===== config.mk =====
export PLATFORM = sky130hd
export DESIGN_NAME = fesg_fifo
export DESIGN_NICKNAME = d
export VERILOG_FILES = /design/src/rtl/core/fesg_pkg.sv /design/src/rtl/core/fesg_fifo.sv
export SDC_FILE = /design/constraint.sdc
export NUM_CORES = 1
export LEC_CHECK = 0
export BUFFER_PORTS_ARGS = -buffer_cell sky130_fd_sc_hd__buf_4
export CORE_AREA = 2 2 267 269
export CTS_BUF_LIST = sky130_fd_sc_hd__clkbuf_4 sky130_fd_sc_hd__clkbuf_8 sky130_fd_sc_hd__clkbuf_16
export CTS_CLUSTER_SIZE = 12
export DETAILED_ROUTE_END_ITERATION = 8
export DIE_AREA = 0 0 269 271
export PLACE_DENSITY = 0.61
export SYNTH_ARGS = -nofsm -noshare
export SYNTH_HDL_FRONTEND = slang
export SYNTH_SLANG_ARGS = --single-unit

===== constraint.sdc =====
create_clock -name clk_i -period 29.8 [get_ports clk_i]
set_input_delay 7.45 -clock clk_i [delete_from_list [all_inputs] [get_ports clk_i]]
set_output_delay 7.45 -clock clk_i [all_outputs]
set_load 0.05 [all_outputs]

===== src/rtl/core/fesg_pkg.sv =====
// shared constants, fixed-point helpers and types for the element shape gradient block
package fesg_pkg;

  localparam int FRAC_BITS = 16;

  // Q.30 factors: 1 and 1 +- 1/sqrt3
  localparam logic [63:0] ONE30 = 64'd1 << 30;
  localparam logic [63:0] GPT30 = 64'd619925131;
  localparam logic [63:0] FP30  = ONE30 + GPT30;
  localparam logic [63:0] FM30  = ONE30 - GPT30;

  function automatic logic [63:0] rnd_shift(input logic [63:0] v, input int s);
    return (v + (64'd1 << (s - 1))) >> s;
  endfunction

  function automatic logic [63:0] mul30(input logic [63:0] a, input logic [63:0] b);
    return rnd_shift(a * b, 30);
  endfunction

  function automatic logic [16:0] sv_sat(input logic [63:0] v);
    return (v > 64'h1FFFF) ? 17'h1FFFF : v[16:0];
  endfunction

  // products of two factors, rounded to Q.30
  localparam logic [63:0] E_PP = mul30(FP30, FP30);
  localparam logic [63:0] E_PM = mul30(FP30, FM30);
  localparam logic [63:0] E_MM = mul30(FM30, FM30);

  // shape values: hex by (mismatches on x/y, mismatch on z), quad by mismatches
  localparam logic [16:0] SV3_00 = sv_sat(rnd_shift(E_PP * FP30, 63 - FRAC_BITS));
  localparam logic [16:0] SV3_01 = sv_sat(rnd_shift(E_PP * FM30, 63 - FRAC_BITS));
  localparam logic [16:0] SV3_10 = sv_sat(rnd_shift(E_PM * FP30, 63 - FRAC_BITS));
  localparam logic [16:0] SV3_11 = sv_sat(rnd_shift(E_PM * FM30, 63 - FRAC_BITS));
  localparam logic [16:0] SV3_20 = sv_sat(rnd_shift(E_MM * FP30, 63 - FRAC_BITS));
  localparam logic [16:0] SV3_21 = sv_sat(rnd_shift(E_MM * FM30, 63 - FRAC_BITS));
  localparam logic [16:0] SV3_C  = sv_sat(rnd_shift(ONE30 * ONE30, 63 - FRAC_BITS));
  localparam logic [16:0] SV2_0  = sv_sat(rnd_shift(FP30 * FP30, 62 - FRAC_BITS));
  localparam logic [16:0] SV2_1  = sv_sat(rnd_shift(FP30 * FM30, 62 - FRAC_BITS));
  localparam logic [16:0] SV2_2  = sv_sat(rnd_shift(FM30 * FM30, 62 - FRAC_BITS));

  // alignment shifts of numerator and denominator for the gradient quotient
  localparam int NSH2 = (FRAC_BITS >= 15) ? FRAC_BITS - 15 : 0;
  localparam int DSH2 = (FRAC_BITS >= 15) ? 0 : 15 - FRAC_BITS;
  localparam int NSH3 = (FRAC_BITS >= 16) ? FRAC_BITS - 16 : 0;
  localparam int DSH3 = (FRAC_BITS >= 16) ? 0 : 16 - FRAC_BITS;

  localparam int H_W   = 24;
  localparam int E_W   = 32;
  localparam int NUM_W = E_W + NSH2;
  localparam int DEN_W = H_W + DSH3;
  localparam int QB    = 34;
  localparam int ITERS = QB / 2;
  localparam int CNT_W = $clog2(ITERS + 1);
  localparam int N_W0  = (NUM_W + 2 > DEN_W + 2) ? NUM_W + 2 : DEN_W + 2;
  localparam int N_W   = (N_W0 > QB + 1) ? N_W0 : QB + 1;
  localparam int D_W   = DEN_W + 1;
  localparam int Q_W   = 32;
  localparam logic [Q_W-1:0] SAT_MAG = 32'h8000_0000;
  localparam logic [Q_W-1:0] POS_MAX = 32'h7FFF_FFFF;
  localparam int DET_W = 48;

  localparam int FIFO_DEPTH = 2;
  localparam int PTR_W      = $clog2(FIFO_DEPTH);
  localparam int FCNT_W     = $clog2(FIFO_DEPTH + 1);

  localparam logic [1:0] DIMS_HEX   = 2'd3;
  localparam logic [3:0] WEIGHT_ONE = 4'd1;
  localparam logic [3:0] WEIGHT_CTR = 4'd8;

  typedef enum logic {
    CFG_DIMS    = 1'b0,
    CFG_REDUCED = 1'b1
  } fesg_cfg_idx_e;

  typedef enum logic [1:0] {
    FR_IDLE,
    FR_LOAD,
    FR_WAIT,
    FR_PUSH
  } fesg_front_state_e;

  // one classified element handed from front to back
  typedef struct packed {
    logic                        three;
    logic                        centre;
    logic                        singular;
    logic [DET_W-1:0]            det;
    logic [2:0][2:0][Q_W-1:0]    quo;
  } fesg_rec_t;

  typedef struct packed {
    logic [2:0]         quad;
    logic [2:0]         node;
    logic [16:0]        shape;
    logic signed [31:0] gx;
    logic signed [31:0] gy;
    logic signed [31:0] gz;
    logic [DET_W-1:0]   det;
    logic [3:0]         weight;
    logic               singular;
    logic               last;
  } fesg_res_t;

endpackage


===== src/rtl/core/fesg_fifo.sv =====
// short queue of classified elements between front and back
module fesg_fifo (
  input  logic                  clk_i,
  input  logic                  rst_ni,
  input  logic                  push_i,
  input  fesg_pkg::fesg_rec_t   data_i,
  output logic                  full_o,
  input  logic                  pop_i,
  output logic                  empty_o,
  output fesg_pkg::fesg_rec_t   data_o
);
  import fesg_pkg::*;

  fesg_rec_t         mem_q [FIFO_DEPTH];
  logic [PTR_W-1:0]  wr_q, rd_q;
  logic [FCNT_W-1:0] cnt_q;

  assign full_o  = (cnt_q == FCNT_W'(FIFO_DEPTH));
  assign empty_o = (cnt_q == '0);
  assign data_o  = mem_q[rd_q];

  always_ff @(posedge clk_i or negedge rst_ni) begin
    if (!rst_ni) begin
      wr_q  <= '0;
      rd_q  <= '0;
      cnt_q <= '0;
    end else begin
      if (push_i) wr_q <= wr_q + 1'b1;
      if (pop_i)  rd_q <= rd_q + 1'b1;
      if (push_i && !pop_i)      cnt_q <= cnt_q + 1'b1;
      else if (pop_i && !push_i) cnt_q <= cnt_q - 1'b1;
    end
  end

  always_ff @(posedge clk_i) begin
    if (push_i) mem_q[wr_q] <= data_i;
  end

endmodule


Word-level counts from Yosys, hierarchy flattened:

Memories as Yosys holds them, arrays and structs flattened.
Index checks and enable logic that the tools add are counted.

* bits in writable memories: 678
* memories: 1
* word-level logic and storage cells: 19
* flip-flop bits (word level): 4
* output and inout port bits: 341

Memories
* mem_q: depth 2, bits a word 339, read ports 1, clocked after Yosys merged registers in 0, write ports 1, line fesg_fifo.sv:14 `fesg_rec_t mem_q [FIFO_DEPTH];`

* muxes and demuxes: 4
* reductions and logical operators: 6
* add/sub/neg operators: 4
* equal/unequal tests: 1

Operator list (number)
* $mux 2: 2
* $add 1x1->1 const B: 2
* $add 2x1->2 const B: 1
* $eq 2x2->1 const B: 1
* $logic_and 1x1->1: 2
* $logic_not 1->1: 2
* $logic_not 2->1: 1
* $mux 1: 2
* $reduce_bool 2->1: 1
* $sub 2x1->2 const B: 1

Depth between registers and ports, before layout:

* depth in word-level cells: 4
* depth in mapped cells: 5
* gate-level depth less buffers: 5

Worst setup path after synthesis:

OpenSTA, ideal clock, no wires.

* kind: input to register
* from: input port push_i
* to: memory mem_q[0][0] (netlist name) (enable)
* cell stages on the path: 1
* data required time: 28.713 ns
* path slack: 6.702 ns
* path buffers: 0
* arrival time: 22.011 ns
* cell sequence: nor2b_1

* longest elaborated chain between the ends: 2

Ends and longest elaborated chain
* start: declaration: line fesg_fifo.sv:5 `input logic push_i,`
* $mux 1: line fesg_fifo.sv:36 `if (push_i) mem_q[wr_q] <= data_i;`
* $mux 1 (not written as such): line fesg_fifo.sv:36
* end: declaration: line fesg_fifo.sv:14

Every way passes these cells.

==> summary.md <==
| Metric | Value |
|---|---|
| Run status | finished clean |
| Worst Setup Path Type | reg2out |
| Final number of max-transition violations | 0 |
| Placed cell area | 31,900 sq um |
| Number of H-tree branching levels | 3 |
| Largest clock skew in the final design | 22.6 ps |
| TritonCTS clock tree | yes |
| Via count | 12,567 |
| DRC violations left | 0 |
| Maximum buffer depth of the clock tree | 3 |
| Fraction of final layout cells with drive strength greater than 1 | 0.618 |
| Overall routed net length | 60,600 microns |
| Period Utilization, post-route | 0.418 |
| Cells after DPL | 2,667 |
| Synthesized instance count | 1,071 |
| Cts-stage hold buffer count | 0 |
| Cells traversed along the worst timing path | buf_4 -> buf_4 -> buf_4 -> mux2_4 -> buf_4 |
| Highest Clock Rate | 0.0803 GHz |
| Type of destination of the critical path | output pin |
| Core area | 69,800 sq um |
| Floorplan die width | between 200 and 300 microns |
| Synthesis-stage register bit count | 682 |
| Count of buffers inserted at the top-level ports | 683 |
| Routed length per placed instance | 21.7 microns |
| Clock-pin slew on the worst setup and hold paths | 60 ps |
| Final HPWL DP | 42,300 microns |
| Cell Rows | just under 100 |
| Final setup fails | 0 |
| Worst slew margin relative to its limit | 0.287 |
| Quantity of gates resized following cts | 0 |
| Power Internal | 2.36 mW |
| First-pass DRT Iterations | 7 |
| Commonest non-fill, non-tap cells in the layout | 691 x sky130_fd_sc_hd__buf_4, 678 x sky130_fd_sc_hd__edfxtp_1, 300 x sky130_fd_sc_hd__mux2_4 |
| Required time of the worst setup path | 22,350 ps |
| Distinct cells, synth | 14 |
| Number of buffers inserted to repair setup after CTS | 0 |
| Max stage delay on crit path | approximately 960 ps |
| Seq/Total Area, Yosys | 0.781 |
| All-layer global routing usage | 0.161 |
| Storage cell area | 20,500 sq um |
| Cell area after technology mapping | 26,200 sq um |
| Buffer type at the clock tree root | sky130_fd_sc_hd__clkbuf_16 |
| Initial drt markers | 927 |
| Mean number of vias per cell | 4.50 |
| Final hold violation count | 0 |
| Antenna Nets Post-Route | 0 |
| Initial antenna violation count | 7 |
| Most common cell type on the critical path | sky130_fd_sc_hd__buf_4 |
| Count of yosys warnings during synthesis | 0 |
| Fillers | 5,839 |
| Max rail drop VDD | around 0.00007 V |
| Logic gate share of total power | 0.442 |
| Switching fraction of total power | 0.392 |
| Max Cap Violations | 0 |
| Total congestion overflow | 0 |
| Routability congestion estimate | between 0.7 and 0.8 |
| Reported leakage power | ~14 nW |
| Unrepaired setup endpoints after global routing | no |
| Global-route wire length before repair | around 86,000 microns |
| Average footprint of a synthesized cell | 24.4 sq um |
| Most common cell after layout, fill and taps aside | sky130_fd_sc_hd__buf_4 |
| Clock period minus worst slack | 12,450 ps |
| CP arrival | 5000 ps |
| Worst Path Max Fanout | 58 |
| Power consumption | 3.89 mW |
| Post-synthesis to final-layout area growth | 30.3% |
| Boundary pin count | 684 |
| Cell with the biggest individual delay on the critical path | sky130_fd_sc_hd__dfrtp_4 |
| Maximum number of pins on one net before global-route repair | 158 |
| Total Neg Setup Slack | 0 ps |
| Starting density of the core | 0.375 |
| Final-stage net count | 2,146 |
| Inserted Clock Buffers | 73 |
| Clock latency reported for the late side of the worst-skew pair | 600 ps |
| Power dissipated by switching net loads | 1.52 mW |
| Clock power frac | 0.214 |
| Pin slew with the least headroom to its limit | 1070 ps |
| Die Ht | 271 microns |
| Total clock sinks | 682 |
| Cell Count, Final, Fillers Out | 2,791 |
| Sequential fraction of design power | 0.344 |
| Power per unit of standard cell area | 114 nW/um^2 |
| Area taken by multi-input logic gates | roughly 5000 sq um |
| Worst hold path class | reg2reg |
| Area of all placed cells without fillers | 34,100 sq um |
| Area of the die | 72,900 sq um |
| Via count of the first global-routing pass | 13,478 |
| Synth Net Count | 1,415 |
| Startpoint type of the worst setup path | flip-flop |
worst paths after layout:
kind	startpoint	to	slack (ps)	cells past startpoint
setup / recovery	rd_q	data_o[49]	17350	5
hold / removal	cnt_q[1]	cnt_q[1]	490	1
setup reg to reg	wr_q	mem_q[1][92]	25800	4
hold reg to reg	cnt_q[1]	cnt_q[1]	490	1
max in group asynchronous	rst_ni	rd_q	23050	1
min in group asynchronous	rst_ni	cnt_q[0]	6630	1
flip-flops by register name, summed over array words and instances (netlist names):
signal,count
cnt_q,2
mem_q,678
rd_q,1
wr_q,1
through the flow:
stage	hold slack, ps	setup slack (ps)	utilization
floorplan	455	6700	-
global placement	477	18030	0.457
detailed placement	481	17950	0.457
CTS	492	17260	0.489
global route	519	17100	0.489
finish	487	17350	0.489
cells in the mapped netlist, drive strengths merged:
| cell type | count | share of area |
|---|---|---|
| nor2 | 2 | 0.00029 |
| xnor2 | 1 | 0.00033 |
| edfxtp | 678 | 0.78 |
| xor2 | 4 | 0.0013 |
| ha | 1 | 0.00048 |
| nor2b | 2 | 0.00048 |
| buf | 38 | 0.026 |
| and2 | 1 | 0.00024 |
| mux2 | 339 | 0.19 |
| dfrtp | 4 | 0.0038 |
| inv | 1 | 0.00014 |
layer usage:
metal	GRT usage	part of all wire
met1	0.167	0.35
met2	0.288	0.53
met3	0.0617	0.090
met4	0.0654	0.031
met5	0	0.00086
final cells by class:
cell class	instances	share of cell area
Sequential cell	682	0.600
Clock buffer	92	0.0582
Inverter	1	0.000110
Timing Repair Buffer	694	0.154
Antenna cell	4	0.000293
Multi-Input combinational cell	350	0.148
Clock inverter	28	0.00594
Tap cell	940	0.0345
logic make-up (layout without fill, tap and decap cells):
family / Yosys count / count (layout) / synth area share
DFF: 682 / 682 / 0.781
muxes: 339 / 339 / 0.189
buffers and inverters: 39 / 815 / 0.0266
xor gates and xnor gates: 5 / 5 / 0.00167
and+or+nand+nor: 5 / 5 / 0.00100
adders and majority gates: 1 / 1 / 0.000478
other: 0 / 4 / 0
power groups by stage:
| stage | combinational (mW) | sequential (mW) | clock (mW) |
|---|---|---|---|
| 4_1_cts | 1.74 | 1.34 | 0.860 |
| 2_1_floorplan | 1.36 | 1.42 | 0 |
| 5_1_grt | 1.78 | 1.35 | 0.898 |
| 3_3_place_gp | 1.73 | 1.35 | 0 |
| 6_report | 1.72 | 1.34 | 0.833 |
| 3_5_place_dp | 1.74 | 1.36 | 0 |
worst max-delay path, delay by kind of cell (launching register included):
kind                   cells  cell delay (ps)
buffers and inverters      4             2880
flip-flops                 1              960
multiplexers               1              360
Power figures use the tool's default switching activity.
