**src/rtl/core/fesg_pkg.sv**
```systemverilog
// shared constants, fixed-point helpers and types for the element shape gradient block
package fesg_pkg;

  localparam int FRAC_BITS = 16;

  // Q.30 factors: 1 and 1 +- 1/sqrt3
  localparam logic [63:0] ONE30 = 64'd1 << 30;
  localparam logic [63:0] GPT30 = 64'd619925131;
  localparam logic [63:0] FP30  = ONE30 + GPT30;
  localparam logic [63:0] FM30  = ONE30 - GPT30;

  function automatic logic [63:0] rnd_shift(input logic [63:0] v, input int s);
    return (v + (64'd1 << (s - 1))) >> s;
  endfunction

  function automatic logic [63:0] mul30(input logic [63:0] a, input logic [63:0] b);
    return rnd_shift(a * b, 30);
  endfunction

  function automatic logic [16:0] sv_sat(input logic [63:0] v);
    return (v > 64'h1FFFF) ? 17'h1FFFF : v[16:0];
  endfunction

  // products of two factors, rounded to Q.30
  localparam logic [63:0] E_PP = mul30(FP30, FP30);
  localparam logic [63:0] E_PM = mul30(FP30, FM30);
  localparam logic [63:0] E_MM = mul30(FM30, FM30);

  // shape values: hex by (mismatches on x/y, mismatch on z), quad by mismatches
  localparam logic [16:0] SV3_00 = sv_sat(rnd_shift(E_PP * FP30, 63 - FRAC_BITS));
  localparam logic [16:0] SV3_01 = sv_sat(rnd_shift(E_PP * FM30, 63 - FRAC_BITS));
  localparam logic [16:0] SV3_10 = sv_sat(rnd_shift(E_PM * FP30, 63 - FRAC_BITS));
  localparam logic [16:0] SV3_11 = sv_sat(rnd_shift(E_PM * FM30, 63 - FRAC_BITS));
  localparam logic [16:0] SV3_20 = sv_sat(rnd_shift(E_MM * FP30, 63 - FRAC_BITS));
  localparam logic [16:0] SV3_21 = sv_sat(rnd_shift(E_MM * FM30, 63 - FRAC_BITS));
  localparam logic [16:0] SV3_C  = sv_sat(rnd_shift(ONE30 * ONE30, 63 - FRAC_BITS));
  localparam logic [16:0] SV2_0  = sv_sat(rnd_shift(FP30 * FP30, 62 - FRAC_BITS));
  localparam logic [16:0] SV2_1  = sv_sat(rnd_shift(FP30 * FM30, 62 - FRAC_BITS));
  localparam logic [16:0] SV2_2  = sv_sat(rnd_shift(FM30 * FM30, 62 - FRAC_BITS));

  // alignment shifts of numerator and denominator for the gradient quotient
  localparam int NSH2 = (FRAC_BITS >= 15) ? FRAC_BITS - 15 : 0;
  localparam int DSH2 = (FRAC_BITS >= 15) ? 0 : 15 - FRAC_BITS;
  localparam int NSH3 = (FRAC_BITS >= 16) ? FRAC_BITS - 16 : 0;
  localparam int DSH3 = (FRAC_BITS >= 16) ? 0 : 16 - FRAC_BITS;

  localparam int H_W   = 24;
  localparam int E_W   = 32;
  localparam int NUM_W = E_W + NSH2;
  localparam int DEN_W = H_W + DSH3;
  localparam int QB    = 34;
  localparam int ITERS = QB / 2;
  localparam int CNT_W = $clog2(ITERS + 1);
  localparam int N_W0  = (NUM_W + 2 > DEN_W + 2) ? NUM_W + 2 : DEN_W + 2;
  localparam int N_W   = (N_W0 > QB + 1) ? N_W0 : QB + 1;
  localparam int D_W   = DEN_W + 1;
  localparam int Q_W   = 32;
  localparam logic [Q_W-1:0] SAT_MAG = 32'h8000_0000;
  localparam logic [Q_W-1:0] POS_MAX = 32'h7FFF_FFFF;
  localparam int DET_W = 48;

  localparam int FIFO_DEPTH = 2;
  localparam int PTR_W      = $clog2(FIFO_DEPTH);
  localparam int FCNT_W     = $clog2(FIFO_DEPTH + 1);

  localparam logic [1:0] DIMS_HEX   = 2'd3;
  localparam logic [3:0] WEIGHT_ONE = 4'd1;
  localparam logic [3:0] WEIGHT_CTR = 4'd8;

  typedef enum logic {
    CFG_DIMS    = 1'b0,
    CFG_REDUCED = 1'b1
  } fesg_cfg_idx_e;

  typedef enum logic [1:0] {
    FR_IDLE,
    FR_LOAD,
    FR_WAIT,
    FR_PUSH
  } fesg_front_state_e;

  // one classified element handed from front to back
  typedef struct packed {
    logic                        three;
    logic                        centre;
    logic                        singular;
    logic [DET_W-1:0]            det;
    logic [2:0][2:0][Q_W-1:0]    quo;
  } fesg_rec_t;

  typedef struct packed {
    logic [2:0]         quad;
    logic [2:0]         node;
    logic [16:0]        shape;
    logic signed [31:0] gx;
    logic signed [31:0] gy;
    logic signed [31:0] gz;
    logic [DET_W-1:0]   det;
    logic [3:0]         weight;
    logic               singular;
    logic               last;
  } fesg_res_t;

endpackage

```
**src/rtl/core/fesg_back.sv**
```systemverilog
// back end: walks points and nodes, one registered result per cycle while it holds an element
module fesg_back (
  input  logic                  clk_i,
  input  logic                  rst_ni,
  input  logic                  empty_i,
  input  fesg_pkg::fesg_rec_t   rec_i,
  output logic                  pop_o,
  output logic                  res_valid_o,
  output fesg_pkg::fesg_res_t   res_o
);
  import fesg_pkg::*;

  fesg_rec_t   rec_q;
  logic        active_q;
  logic [2:0]  pt_q, nd_q;
  logic [2:0]  pt_max, nd_max;
  logic        at_end;
  logic        s0, s1, s2, m0, m1, m2;
  logic [1:0]  mxy;
  logic [1:0]  ex [3];
  logic        sgn [3];
  logic [Q_W-1:0] mag;
  logic [31:0] g [3];
  fesg_res_t   res_c, res_q;
  logic        valid_q;

  assign pt_max = rec_q.centre ? 3'd0 : (rec_q.three ? 3'd7 : 3'd3);
  assign nd_max = rec_q.three ? 3'd7 : 3'd3;
  assign at_end = active_q && (pt_q == pt_max) && (nd_q == nd_max);
  assign pop_o  = !empty_i && (!active_q || at_end);

  always_comb begin
    s0 = nd_q[1] ^ nd_q[0];
    s1 = nd_q[1];
    s2 = nd_q[2];
    // a mismatch picks the 1 - 1/sqrt3 factor
    m0 = !rec_q.centre && (s0 != pt_q[0]);
    m1 = !rec_q.centre && (s1 != pt_q[1]);
    m2 = !rec_q.centre && (s2 != pt_q[2]);
    mxy = {1'b0, m0} + {1'b0, m1};
    sgn[0] = s0;
    sgn[1] = s1;
    sgn[2] = s2;
    if (rec_q.three) begin
      ex[0] = {1'b0, m1} + {1'b0, m2};
      ex[1] = {1'b0, m0} + {1'b0, m2};
      ex[2] = mxy;
    end else begin
      ex[0] = {1'b0, m1};
      ex[1] = {1'b0, m0};
      ex[2] = 2'd0;
    end

    res_c.shape = SV2_2;
    if (rec_q.centre) begin
      res_c.shape = SV3_C;
    end else if (rec_q.three) begin
      case ({mxy, m2})
        3'b000:  res_c.shape = SV3_00;
        3'b001:  res_c.shape = SV3_01;
        3'b010:  res_c.shape = SV3_10;
        3'b011:  res_c.shape = SV3_11;
        3'b100:  res_c.shape = SV3_20;
        default: res_c.shape = SV3_21;
      endcase
    end else begin
      case (mxy)
        2'd0:    res_c.shape = SV2_0;
        2'd1:    res_c.shape = SV2_1;
        default: res_c.shape = SV2_2;
      endcase
    end

    mag = '0;
    for (int k = 0; k < 3; k++) begin
      mag = rec_q.quo[k][ex[k]];
      if (rec_q.singular || (k == 2 && !rec_q.three)) g[k] = '0;
      else if (!sgn[k]) g[k] = 32'd0 - mag;
      else              g[k] = (mag == SAT_MAG) ? POS_MAX : mag;
    end

    res_c.quad     = rec_q.centre ? 3'd0 : pt_q;
    res_c.node     = nd_q;
    res_c.gx       = g[0];
    res_c.gy       = g[1];
    res_c.gz       = g[2];
    res_c.det      = rec_q.det;
    res_c.weight   = rec_q.centre ? WEIGHT_CTR : WEIGHT_ONE;
    res_c.singular = rec_q.singular;
    res_c.last     = at_end;
  end

  always_ff @(posedge clk_i or negedge rst_ni) begin
    if (!rst_ni) begin
      active_q <= 1'b0;
      valid_q  <= 1'b0;
      pt_q     <= '0;
      nd_q     <= '0;
    end else begin
      valid_q <= active_q;
      if (pop_o) begin
        active_q <= 1'b1;
        pt_q     <= '0;
        nd_q     <= '0;
      end else if (at_end) begin
        active_q <= 1'b0;
      end else if (active_q) begin
        if (nd_q == nd_max) begin
          nd_q <= '0;
          pt_q <= pt_q + 3'd1;
        end else begin
          nd_q <= nd_q + 3'd1;
        end
      end
    end
  end

  always_ff @(posedge clk_i) begin
    if (pop_o) rec_q <= rec_i;
    res_q <= res_c;
  end

  assign res_valid_o = valid_q;
  assign res_o       = res_q;

endmodule

```
**config.mk**
```make
export PLATFORM = sky130hd
export DESIGN_NAME = fesg_back
export DESIGN_NICKNAME = d
export VERILOG_FILES = /design/src/rtl/core/fesg_pkg.sv /design/src/rtl/core/fesg_back.sv
export SDC_FILE = /design/constraint.sdc
export NUM_CORES = 1
export LEC_CHECK = 0
export ABC_AREA = 1
export BUFFER_PORTS_ARGS = -buffer_cell sky130_fd_sc_hd__clkbuf_2
export CAP_MARGIN = 30
export CORE_AREA = 5 5 193 289
export DETAILED_ROUTE_END_ITERATION = 10
export DIE_AREA = 0 0 198 294
export GPL_ROUTABILITY_DRIVEN = 0
export SETUP_SLACK_MARGIN = 0.3
export SLEW_MARGIN = 30
export SYNTH_ARGS = -nofsm -noshare
export SYNTH_HDL_FRONTEND = slang
export SYNTH_SLANG_ARGS = --single-unit
```
**constraint.sdc**
```tcl
create_clock -name clk_i -period 10.1 [get_ports clk_i]
set_input_delay 0.505 -clock clk_i [delete_from_list [all_inputs] [get_ports clk_i]]
set_output_delay 0.505 -clock clk_i [all_outputs]
set_load 0.1 [all_outputs]
```
# Word-level counts from Yosys, hierarchy flattened
# Cells that the tools add are included.
# Widths: inputs -> output; s select.
[totals]
reg_bits = 520
out_inout_bits = 175
word_cells = 103
[classes]
addsub = 8
n_lt_le_gt_ge = 3
n_eq_ne = 14
n_mux = 29
bitwise = 1
reduce_logical = 21
[op_table]
columns = ["op", "count"]
rows = [
  ["$mux 32", 9],
  ["$bmux 32 s2", 3],
  ["$eq 32x32->1 const B", 3],
  ["$sub 1x32->32 const A", 3],
  ["$pmux 15 s3", 1],
  ["$pmux 16 s2", 1],
  ["$mux 3", 10],
  ["$mux 17", 1],
  ["$lt 2x3->1 const B", 3],
  ["$add 1x1->2", 3],
  ["$add 3x1->3 const B", 2],
  ["$eq 3x2->1 const B", 2],
  ["$eq 3x3->1", 2],
  ["$logic_and 1x1->1", 6],
  ["$mux 6", 1],
  ["$reduce_bool 2->1", 3],
  ["$logic_not 1->1", 4],
  ["$mux 4", 1],
  ["$reduce_or 2->1", 2],
  ["$eq 3x1->1 const B", 1],
  ["$eq 3x3->1 const B", 1],
  ["$logic_not 3->1", 1],
  ["$ne 1x1->1", 3],
  ["$reduce_and 3->1", 1],
  ["other kinds (7)", 9],
]

# Longest topological paths before layout
# Gate-level depths: netlist (run 1).
[logic_depth]
word_depth = 10
depth_mapped = 25
mapped_depth_nobuf = 24

# Worst setup path before layout (run 1)
# No wires, ideal clock.
[synth_timing]
path_kind = "register to register"
startpoint = "reg nd_q[2]"
endpoint = "reg rec_q[0] in the netlist's numbering, enable pin"
setup_ns = 0.717
arrival_time_ns = 8.546
required_time_ns = 9.383
slack_ns = 0.837
stages_incl_launch_ff = 10
path_buffers = 1
path_cell_list = "dfrtp_1 > clkbuf_1 > clkinv_1 > a21boi_0 > inv_1 > a21oi_1 > nand2_1 > nand2_1 > nand2_1 > inv_1"
[synth_via]
elab_chain_len = 4
[synth_rtl]
columns = ["element", "line_no", "text"]
rows = [
  ["from (decl)", "fesg_back.sv:15", "logic [2:0] pt_q, nd_q;"],
  ["from (signal assigned)", "fesg_back.sv:112", "nd_q <= nd_q + 3'd1;"],
  ["$eq 3x3->1", "fesg_back.sv:29", "assign at_end = active_q && (pt_q == pt_max) && (nd_q == nd_max);"],
  ["$logic_and 1x1->1", "fesg_back.sv:29", ""],
  ["$logic_or 1x1->1", "fesg_back.sv:30", "assign pop_o = !empty_i && (!active_q || at_end);"],
  ["$logic_and 1x1->1", "fesg_back.sv:30", ""],
  ["net pop_o", "fesg_back.sv:7", "output logic pop_o,"],
  ["to (signal assigned)", "fesg_back.sv:119", "if (pop_o) rec_q <= rec_i;"],
  ["to (decl)", "fesg_back.sv:13", "fesg_rec_t rec_q;"],
]
# The timed path passes the listed nets, and every way through them passes these cells.
# A chain may end at the register's enable or synchronous reset.

# Worst setup path in the final report (run 1)
[layout_timing]
startpoint = "reg nd_q[1]"
endpoint = "reg res_q (netlist bit res_o[116])"
[layout_via]
elab_chain_len = 10
word_cells_on_any_way = 11
cone_classes = "add/sub (2); eq/ne (2); mux (5); bitwise (1); reduce/logical (1)"
[layout_rtl]
columns = ["element", "line_no", "text"]
rows = [
  ["parallel branches: the longest is 9 deep, another holds $sub 1x32->32", "-", ""],
  ["$mux 32 (*)", "fesg_back.sv:78", "else if (!sgn[k]) g[k] = 32'd0 - mag;"],
  ["to (signal assigned)", "fesg_back.sv:120", "res_q <= res_c;"],
  ["to (decl)", "fesg_back.sv:24", "fesg_res_t res_c, res_q;"],
]
# Every way passes the cells marked *. The select of a mux whose other input is x is not followed.

==> run summary, run 1 <==
final antenna-violating net count: 0
crit path max fanout: 44
Synth Instances: 2,132
TritonCTS clock tree: done
share of synthesized cell area in full adder, half adder and majority cells: 0.00788
status: finished clean
Slew HR: 0.389
clock transition at the registers of the reported paths: 0.07 ns
Core Area: 53,100 sq um
Synth top area share: 0.486
Synth Area in Compound Gates: 0.0509
LEAKAGE: 11.8 nW
root buffer cell: clkbuf_16
post-synthesis mux area share: 0
drt wl/cell: 18.7 um
DPL Wire Length: 48,000 um
GRT Total Usage: 0.208
max-cap violations: 0
Synth area leader: edfxtp_1
DRC: 0
startpoint types: flop
Worst EP required: 10.64 ns
dpl ws: 3.79 ns
# setup viols final: 0
Inst Count DP: 3,268
count leader, synth: nand2_1
#FFs+latches synth: 513
Post-Syn Area: 21,000 sq um
Post-Layout Cell Count: 3,372
critical path arrival: 6.97 ns
# H-tree levels: 2
CP Capture Type: flop
vias in the first global route: 16,600
DRT Pass-1 Iters: 5
Post-Synth Simple-Gate Area: 0.215
post-synthesis sequential area ratio: 0.654
I/O Buffers: 513
DRT iter0 DRCs: 890
kind of critical path: reg -> reg
clk_lat worst skew: 0.60 ns
final clock skew: 0.0123 ns
IO Pins: 517
most used flip-flop cell after synthesis: edfxtp_1
total number of vias: 16,600
Die Y-Extent: 294 um
most frequent cells after synthesis: 532 x nand2_1, 339 x edfxtp_1, 272 x inv_1
num rows: 104
Post-layout nets: 2,989
die width: 198 um
CTS sink count: 513
Gates resized, CTS repair: 0
Period minus WS final: 6.43 ns
maximum buffer depth of the clock tree: 3
Avg Cell Area, Syn: 9.83 sq um
Total Die Area: 58,200 sq um
XOR/XNOR Fraction of Synth Area: 0.00334
Pwr Density: 303 nW/um^2
Layout Utilization: 0.488
synth warn: 0
TritonCTS Buffers: 51
post-route clock period utilization: 0.636
RSZ-0062 raised after global routing: false
initial core utilization: 0.395
first-pass GRT wire length: 94,300 um
final WL: 63,200 um
Worst IR Drop VDD: 362 uV
FMAX: 156 MHz
largest net degree at the start of global routing: 178
Hold Crit Class: in -> reg
layout cells sized above 1: 0.242
main combinational cell family by area after synthesis: simple AND/OR/NAND/NOR gates
grt ovf: 0
Synth-to-Final Area Change: 23.5%
Max Slew Vio Count: 0
Area contributors post-synth: edfxtp_1 49%, dfxtp_1 16%, nand2_1 9.5%
number of flops mapped to enable cells by yosys: 339
post-synthesis cell type count: 42
Post-synth ARST share: 0.0156
final worst setup slack: 3.67 ns
Slew @ Worst Pin: 0.910 ns
Via density: 4.93
Fin. Hold Viols: 0
Final TNS setup: 0 ns
initial antenna violation count: 7
per-layer routing:
metal,part of all wire,track usage,up-vias
li1,-,-,8065
met2,0.51,0.367,692
met3,0.083,0.0561,124
met5,0.00033,0,-
met1,0.37,0.241,7736
met4,0.038,0.0776,4
flip-flops by register name (all words and copies together) (netlist names):
signal	flops
active_q	1
pt_q	3
res_o	166
rec_q	339
res_valid_o	1
nd_q	3
cells by family after synthesis:
group                    count (synthesis)
AND/OR/NAND/NOR                       1052
XOR/XNOR                                 8
buffers and inverters                  363
adder cells (fa/ha/maj)                 12
AO/OA/AOI/OAI                          183
other                                    1
flip-flops                             513
layout by cell type, fill, tap and decap left out, types with 4 or more instances in the layout:
master        n
clkbuf_16    51
nand2_1     532
clkbuf_8      4
dfxtp_1     166
nor3_1        9
buf_4        16
or2_2         8
dfrtp_1       8
a21oi_1      35
inv_1       271
clkinv_2     12
nand3b_1     18
nor2_2       10
diode_2       5
nor2_1      180
a31oi_1      44
o21ai_0      70
clkinvlp_4    5
xnor2_1       6
nand3_1     261
clkbuf_1      9
ha_1         10
o21a_1       17
o211ai_1     10
clkbuf_2    513
clkinv_1      6
nand4_1      20
nand2_2       4
edfxtp_1    339
worst max-delay path, stage by stage (launching register included):
cell and delay [ns]:
dfrtp_1 0.85, ha_1 0.37, buf_4 0.21, inv_2 0.56, nand2_1 0.19, nand3_1 0.19, inv_1 0.14, ha_1 0.33
nand2_1 0.08, buf_4 0.36, nand2_2 0.50, o21ai_0 0.37, nor2_1 0.06, nor2_1 0.19, ha_1 0.28, nand3_1 0.12
nor2_2 0.18, nand3_1 0.16, inv_1 0.16, nand3_1 0.15, nor2_2 0.15, nand2_2 0.35, nand3_1 0.24, nand2_1 0.07
inv_1 0.06
report_power, final:
group	total, mW	internal, mW	switching, mW
clock network	1.88	1.05	0.828
logic	3.38	0.707	2.67
registers	2.58	2.47	0.104
total	7.84	4.23	3.61
final timing paths:
| path | start | endpoint | slack (ns) | depth (start not counted) |
|---|---|---|---|---|
| max in group asynchronous | rst_ni | nd_q[1]$_DFFE_PN0P_ | 9.59 | 2 |
| min in group asynchronous | rst_ni | nd_q[2]$_DFFE_PN0P_ | 0.33 | 2 |
| setup reg to reg | nd_q[1]$_DFFE_PN0P_ | res_o[116]$_SDFF_PP0_ | 3.67 | 24 |
| setup / recovery | nd_q[1]$_DFFE_PN0P_ | res_o[116]$_SDFF_PP0_ | 3.67 | 24 |
| hold / removal | rec_i[234] | rec_q[234]$_DFFE_PP_ | 0.07 | 1 |
| hold reg to reg | rec_q[334]$_DFFE_PP_ | res_o[52]$_DFF_P_ | 0.34 | 0 |
through the flow:
| stage | total power [mW] | hold WS [ns] | instance area, sq um |
|---|---|---|---|
| final | 7.84 | 0.0750 | 25900 |
| after detailed placement | 6.00 | 0.328 | 24200 |
| after global placement | 5.97 | 0.324 | 24100 |
| after global routing | 8.26 | 0.0385 | 25900 |
| after CTS | 7.90 | 0.0319 | 25800 |
| after floorplan | 5.24 | 0.209 | 21000 |
layout make-up:
class,count,area (sq um)
fillers,4957,27200
flip-flops and latches,513,13700
multi-input cells,1258,5820
repair buffers,534,2780
clock buffers,64,1370
inverters,277,1050
well taps,689,862
clock inverters,32,293
diodes,5,12.5
what timing repair did:
action | CTS | global route
hold endpoints to repair | 8 | 0
setup buffers | 0 | 0
hold buffers | 1 | 0
(Power assumes the default switching activity.)
==> run 2, diff against run 1 <==
- clock period: 10.1 -> 6.15 ns (I/O delays scaled with it)
==> run 2 against run 1 <==
Compared with the run above:
- count of clock-buffer cells in the layout grew 4
- critical path depth fell by 3
- clock skew grew 0.013 ns
- flip-flop and latch count unchanged
- critical endpoint is now res_o[78]$_SDFF_PP0_
- largest cell class unchanged
- largest power group unchanged
- highest routed layer unchanged
==> run summary, run 2 (synthesis results as in run 1) <==
status: finished clean
Post-CTS Repair Setup Buffers: 0
WHS Endpoint: active_q$_DFFE_PN0P_
final WL: 70,600 um
vias in the first global route: 18,700
kind of critical path: reg -> reg
GRT busiest layer: met2
TritonCTS Buffers: 49
clk_lat worst skew: 0.60 ns
startpoint types: flop
num rows: 104
crit path max fanout: 44
Fin. Hold Viols: 0
initial antenna violation count: 4
DRC: 0
first-pass GRT wire length: 106,000 um
DRT iter0 DRCs: 1,162
Max Slew Vio Count: 0
maximum buffer depth of the clock tree: 3
R2R setup slack: 1.27 ns
CP Capture Type: flop
post-route clock period utilization: 0.793
crit path cell chain: ha_1 -> inv_2 -> nand2_1 -> nand3_1 -> ha_1 -> nand2_2 -> inv_1 -> o21ai_0 -> nand2_1 -> inv_1 -> ha_1 -> inv_1 -> nor2_1 -> nand2_1 -> nor2_1 -> nand3_1 -> inv_1 -> nand3_2 -> inv_2 -> nor2_1 -> nor2_1
RR Endpoint: res_o[78]$_SDFF_PP0_
CP max-delay cell: nand2_2
Synth-to-Final Area Change: 39.6%
Post-Layout Cell Count: 3,709
clock transition at the registers of the reported paths: 0.06 ns
# H-tree levels: 2
DPL Wire Length: 51,900 um
met2 usage: 0.429
R2R cell count: 21
Largest Register: rec_q
largest net degree at the start of global routing: 110
commonest non-fill, non-tap cells in the layout: 530 x nand2_1, 513 x clkbuf_2, 340 x dlygate4sd3_1
Total Die Area: 58,200 sq um
Hold Slack: 0.106 ns
Die Y-Extent: 294 um
max incr delay on CP: 0.61 ns
initial core utilization: 0.395
FMAX: 205 MHz
drt wl/cell: 19.0 um
Fillers: 4,556
Core Area: 53,100 sq um
worst hold path depth: 2
Hold Crit Class: in -> reg
Pwr Density: 444 nW/um^2
Layout Utilization: 0.551
CTS sink count: 513
Post-layout nets: 3,330
GRT Total Usage: 0.233
DRT Pass-1 Iters: 6
layout cells sized above 1: 0.215
Worst IR Drop VDD: 448 uV
hold wc startpoint: empty_i
M3 GR Usage: 0.0454
commonest non-fill, non-tap cell in the layout: nand2_1
Slew HR: 0.476
IO Pins: 517
FF-to-FF Start: nd_q[0]$_DFFE_PN0P_
Slew @ Worst Pin: 0.783 ns
CTS Hold Bufs: 340
Via density: 4.89
Gates resized, CTS repair: 0
# setup viols final: 0
Period minus WS final: 4.88 ns
met1 global-route usage: 0.261
max-cap violations: 0
total number of vias: 18,100
TritonCTS clock tree: done
max reg flops: 339
final clock skew: 0.0256 ns
final antenna-violating net count: 0
root buffer cell: clkbuf_16
Worst EP required: 6.66 ns
RSZ-0062 raised after global routing: false
I/O Buffers: 513
Inst Count DP: 3,274
critical path arrival: 5.39 ns
grt ovf: 0
die width: 198 um
LEAKAGE: 13.2 nW
-- run 2: changes by cell type in the layout (fill, tap and decap cells not counted), moves of 2 or more --
cell,before,now
buf_4,16,21
clkbuf_1,9,14
clkinv_1,6,4
clkinv_4,2,0
dlygate4sd3_1,1,340
inv_6,3,0
nand2_1,532,530
-- run 2: worst max-delay path by stage --
stage	startpoint	end	cells past startpoint
2_1_floorplan	rec_q[338]$_DFFE_PP_	rec_q[0]$_DFFE_PP_	10
3_3_place_gp	nd_q[0]$_DFFE_PN0P_	res_o[73]$_SDFF_PP0_	15
3_5_place_dp	nd_q[0]$_DFFE_PN0P_	res_o[73]$_SDFF_PP0_	16
4_1_cts	nd_q[0]$_DFFE_PN0P_	res_o[73]$_SDFF_PP0_	21
5_1_grt	nd_q[0]$_DFFE_PN0P_	res_o[78]$_SDFF_PP0_	21
6_report	nd_q[0]$_DFFE_PN0P_	res_o[78]$_SDFF_PP0_	21
-- run 2: final cells by class --
cell class              instances  area, sq um  area share
repair buffers                877         6180       0.211
clock inverters                23          245     0.00838
inverters                     277         1050      0.0358
diodes                          4         10.0    0.000342
clock buffers                  68         1370      0.0468
multi-input cells            1258         5840       0.199
well taps                     689          862      0.0295
flip-flops and latches        513        13700       0.468
-- run 2: metal layers --
metal  routed length, um  part of all wire  vias up
met4                3010             0.043        2
met1               25600              0.36     8470
met3                4870             0.069      143
met2               37000              0.52      778
li1                    -                 -     8737
met5                  13           0.00018        -
-- run 2: critical path: cells and delay by family (launching register included) --
family,cells,cell delay [ns]
simple gates,11,2.00
fa+ha+maj,3,0.93
buf+inv,6,1.20
compound gates,1,0.27
flops,1,0.40
-- run 2: report_power, final --
group | total [mW] | internal [mW] | switching [mW] | leakage, nW
clock network | 3.02 | 1.70 | 1.32 | 0.781
logic | 5.75 | 1.31 | 4.44 | 7.85
registers | 4.22 | 4.06 | 0.156 | 4.52
-- run 2: through the flow --
stage	total power, mW	TNS (ns)	area (sq um)	worst slack (ns)
after detailed placement	9.86	0	24200	1.31
after global routing	13.7	0	29300	0.795
after floorplan	8.60	-305.76	21000	-0.902
after global placement	9.79	0	24200	1.51
after CTS	13.1	0	29200	1.30
final	13.0	0	29300	1.27
==> run 3, diff against run 2 <==
- clock period: 6.15 -> 4 ns (I/O delays scaled with it)
==> run 3 against run 2 <==
Compared with the run above:
- wire length up 0.91%
- combinational power up 63%
- total power up 57%
- clock power up 53%
==> run summary, run 3 (synthesis results as in run 1) <==
num rows: 104
root buffer cell: clkbuf_16
commonest non-fill, non-tap cell in the layout: nand2_1
grt ovf: 0
Fin. Hold Viols: 0
commonest non-fill, non-tap cells in the layout: 521 x nand2_1, 512 x clkbuf_2, 342 x dlygate4sd3_1
layout cells sized above 1: 0.244
CP Capture Type: flop
post-route clock period utilization: 0.872
# setup viols final: 0
total number of vias: 18,500
FMAX: 287 MHz
Final TNS setup: 0 ns
TritonCTS clock tree: done
RSZ-0062 raised after global routing: false
max incr delay on CP: 0.44 ns
Core Area: 53,100 sq um
initial core utilization: 0.395
Post-Layout Cell Count: 3,769
final clock skew: 0.0168 ns
Synth-to-Final Area Change: 43.6%
final antenna-violating net count: 0
Total Die Area: 58,200 sq um
Period minus WS final: 3.49 ns
max reg flops: 339
critical path arrival: 3.97 ns
TritonCTS Buffers: 49
Worst IR Drop VDD: 674 uV
DRC: 0
Inst Count DP: 3,313
Via density: 4.92
Post-layout nets: 3,386
final WL: 71,200 um
DPL Wire Length: 51,300 um
startpoint types: flop
kind of critical path: reg -> reg
initial antenna violation count: 9
Die Y-Extent: 294 um
Fillers: 4,454
DRT Pass-1 Iters: 5
drt wl/cell: 18.9 um
Pwr Density: 680 nW/um^2
maximum buffer depth of the clock tree: 3
dpl ws: -0.157 ns
die width: 198 um
CP max-delay cell: dfrtp_2
status: finished clean
max-cap violations: 0
CTS sink count: 513
Slew @ Worst Pin: 0.625 ns
Worst EP required: 4.48 ns
DRT iter0 DRCs: 1,087
Max Slew Vio Count: 0
GRT Total Usage: 0.235
# H-tree levels: 2
I/O Buffers: 513
largest net degree at the start of global routing: 98
clock transition at the registers of the reported paths: 0.06 ns
Slew HR: 0.585
LEAKAGE: 13.5 nW
crit path max fanout: 4
final worst setup slack: 0.513 ns
crit path cell chain: ha_4 -> nand2_1 -> nand3_1 -> inv_2 -> ha_4 -> nand2_2 -> buf_8 -> a21oi_1 -> nor2_1 -> nor2_2 -> ha_4 -> nand3_1 -> nor2_4 -> nand3_4 -> nor2_1 -> nand3_1 -> nand3_1 -> nand2_1 -> nor2_1 -> nor2_1
first-pass GRT wire length: 107,000 um
Hold Crit Class: in -> reg
IO Pins: 517
Largest Register: rec_q
vias in the first global route: 19,100
clk_lat worst skew: 0.61 ns
## run 3: worst max-delay path: cells and delay by family, from the launching register on
kind,cells,cell delay [ns]
and+or+nand+nor,14,1.81
adders and majority gates,3,0.77
buffers and inverters,2,0.23
DFF,1,0.44
AOI/OAI and AO/OA,1,0.14
## run 3: cell type report
class                           count  area [sq um]  area share
Sequential cell                   513         13700       0.455
Timing Repair Buffer              931          6760       0.225
Multi-Input combinational cell   1260          6120       0.203
Clock buffer                       65          1330      0.0441
Inverter                          277          1050      0.0349
Tap cell                          689           862      0.0287
Clock inverter                     27           255     0.00848
Antenna cell                        7          17.5    0.000582
## run 3: worst paths after layout
path                                           start               endpoint  slack (ns)  depth (start not counted)
worst min-delay path                      rec_i[159]   rec_q[159]$_DFFE_PP_        0.30                          2
min in group asynchronous                     rst_ni  res_valid_o$_DFF_PN0_        0.63                          3
worst min register to register  rec_q[329]$_DFFE_PP_      res_o[47]$_DFF_P_        0.34                          0
worst max register to register   nd_q[1]$_DFFE_PN0P_  res_o[114]$_SDFF_PP0_        0.51                         20
worst max-delay path             nd_q[1]$_DFFE_PN0P_  res_o[114]$_SDFF_PP0_        0.51                         20
max in group asynchronous                     rst_ni    nd_q[1]$_DFFE_PN0P_        3.04                          3
## run 3: report_power, final
part	internal (mW)	leakage, nW	total, mW	switching, mW
clock	2.56	0.778	4.61	2.06
sequential	6.25	4.52	6.47	0.225
combinational	2.32	8.18	9.37	7.05
## run 3: timing repair
item,4_1_cts,5_1_grt
endpoints found under the setup margin,65,96
pin swaps,3,11
resized for setup,22,56
endpoints found under the hold margin,352,0
cloned,1,2
hold buffers,342,0
setup buffers,2,10
## run 3: metrics by stage
stage	util	hold slack [ns]	cell area (sq um)	power, mW
floorplan	-	-0.0956	21000	13.2
finish	0.567	0.302	30100	20.5
global route	0.567	0.285	30100	21.5
global placement	0.463	0.0665	24600	15.3
detailed placement	0.463	0.0714	24600	15.3
CTS	0.560	0.262	29700	20.3
## run 3: metal layers
metal / GRT usage / share of wire / wire length (um) / up-vias
met5: 0 / 0.00039 / 28 / -
met4: 0.101 / 0.051 / 3600 / 6
met3: 0.0471 / 0.071 / 5040 / 209
met2: 0.437 / 0.52 / 37300 / 816
met1: 0.256 / 0.35 / 25200 / 8632
li1: - / - / - / 8865
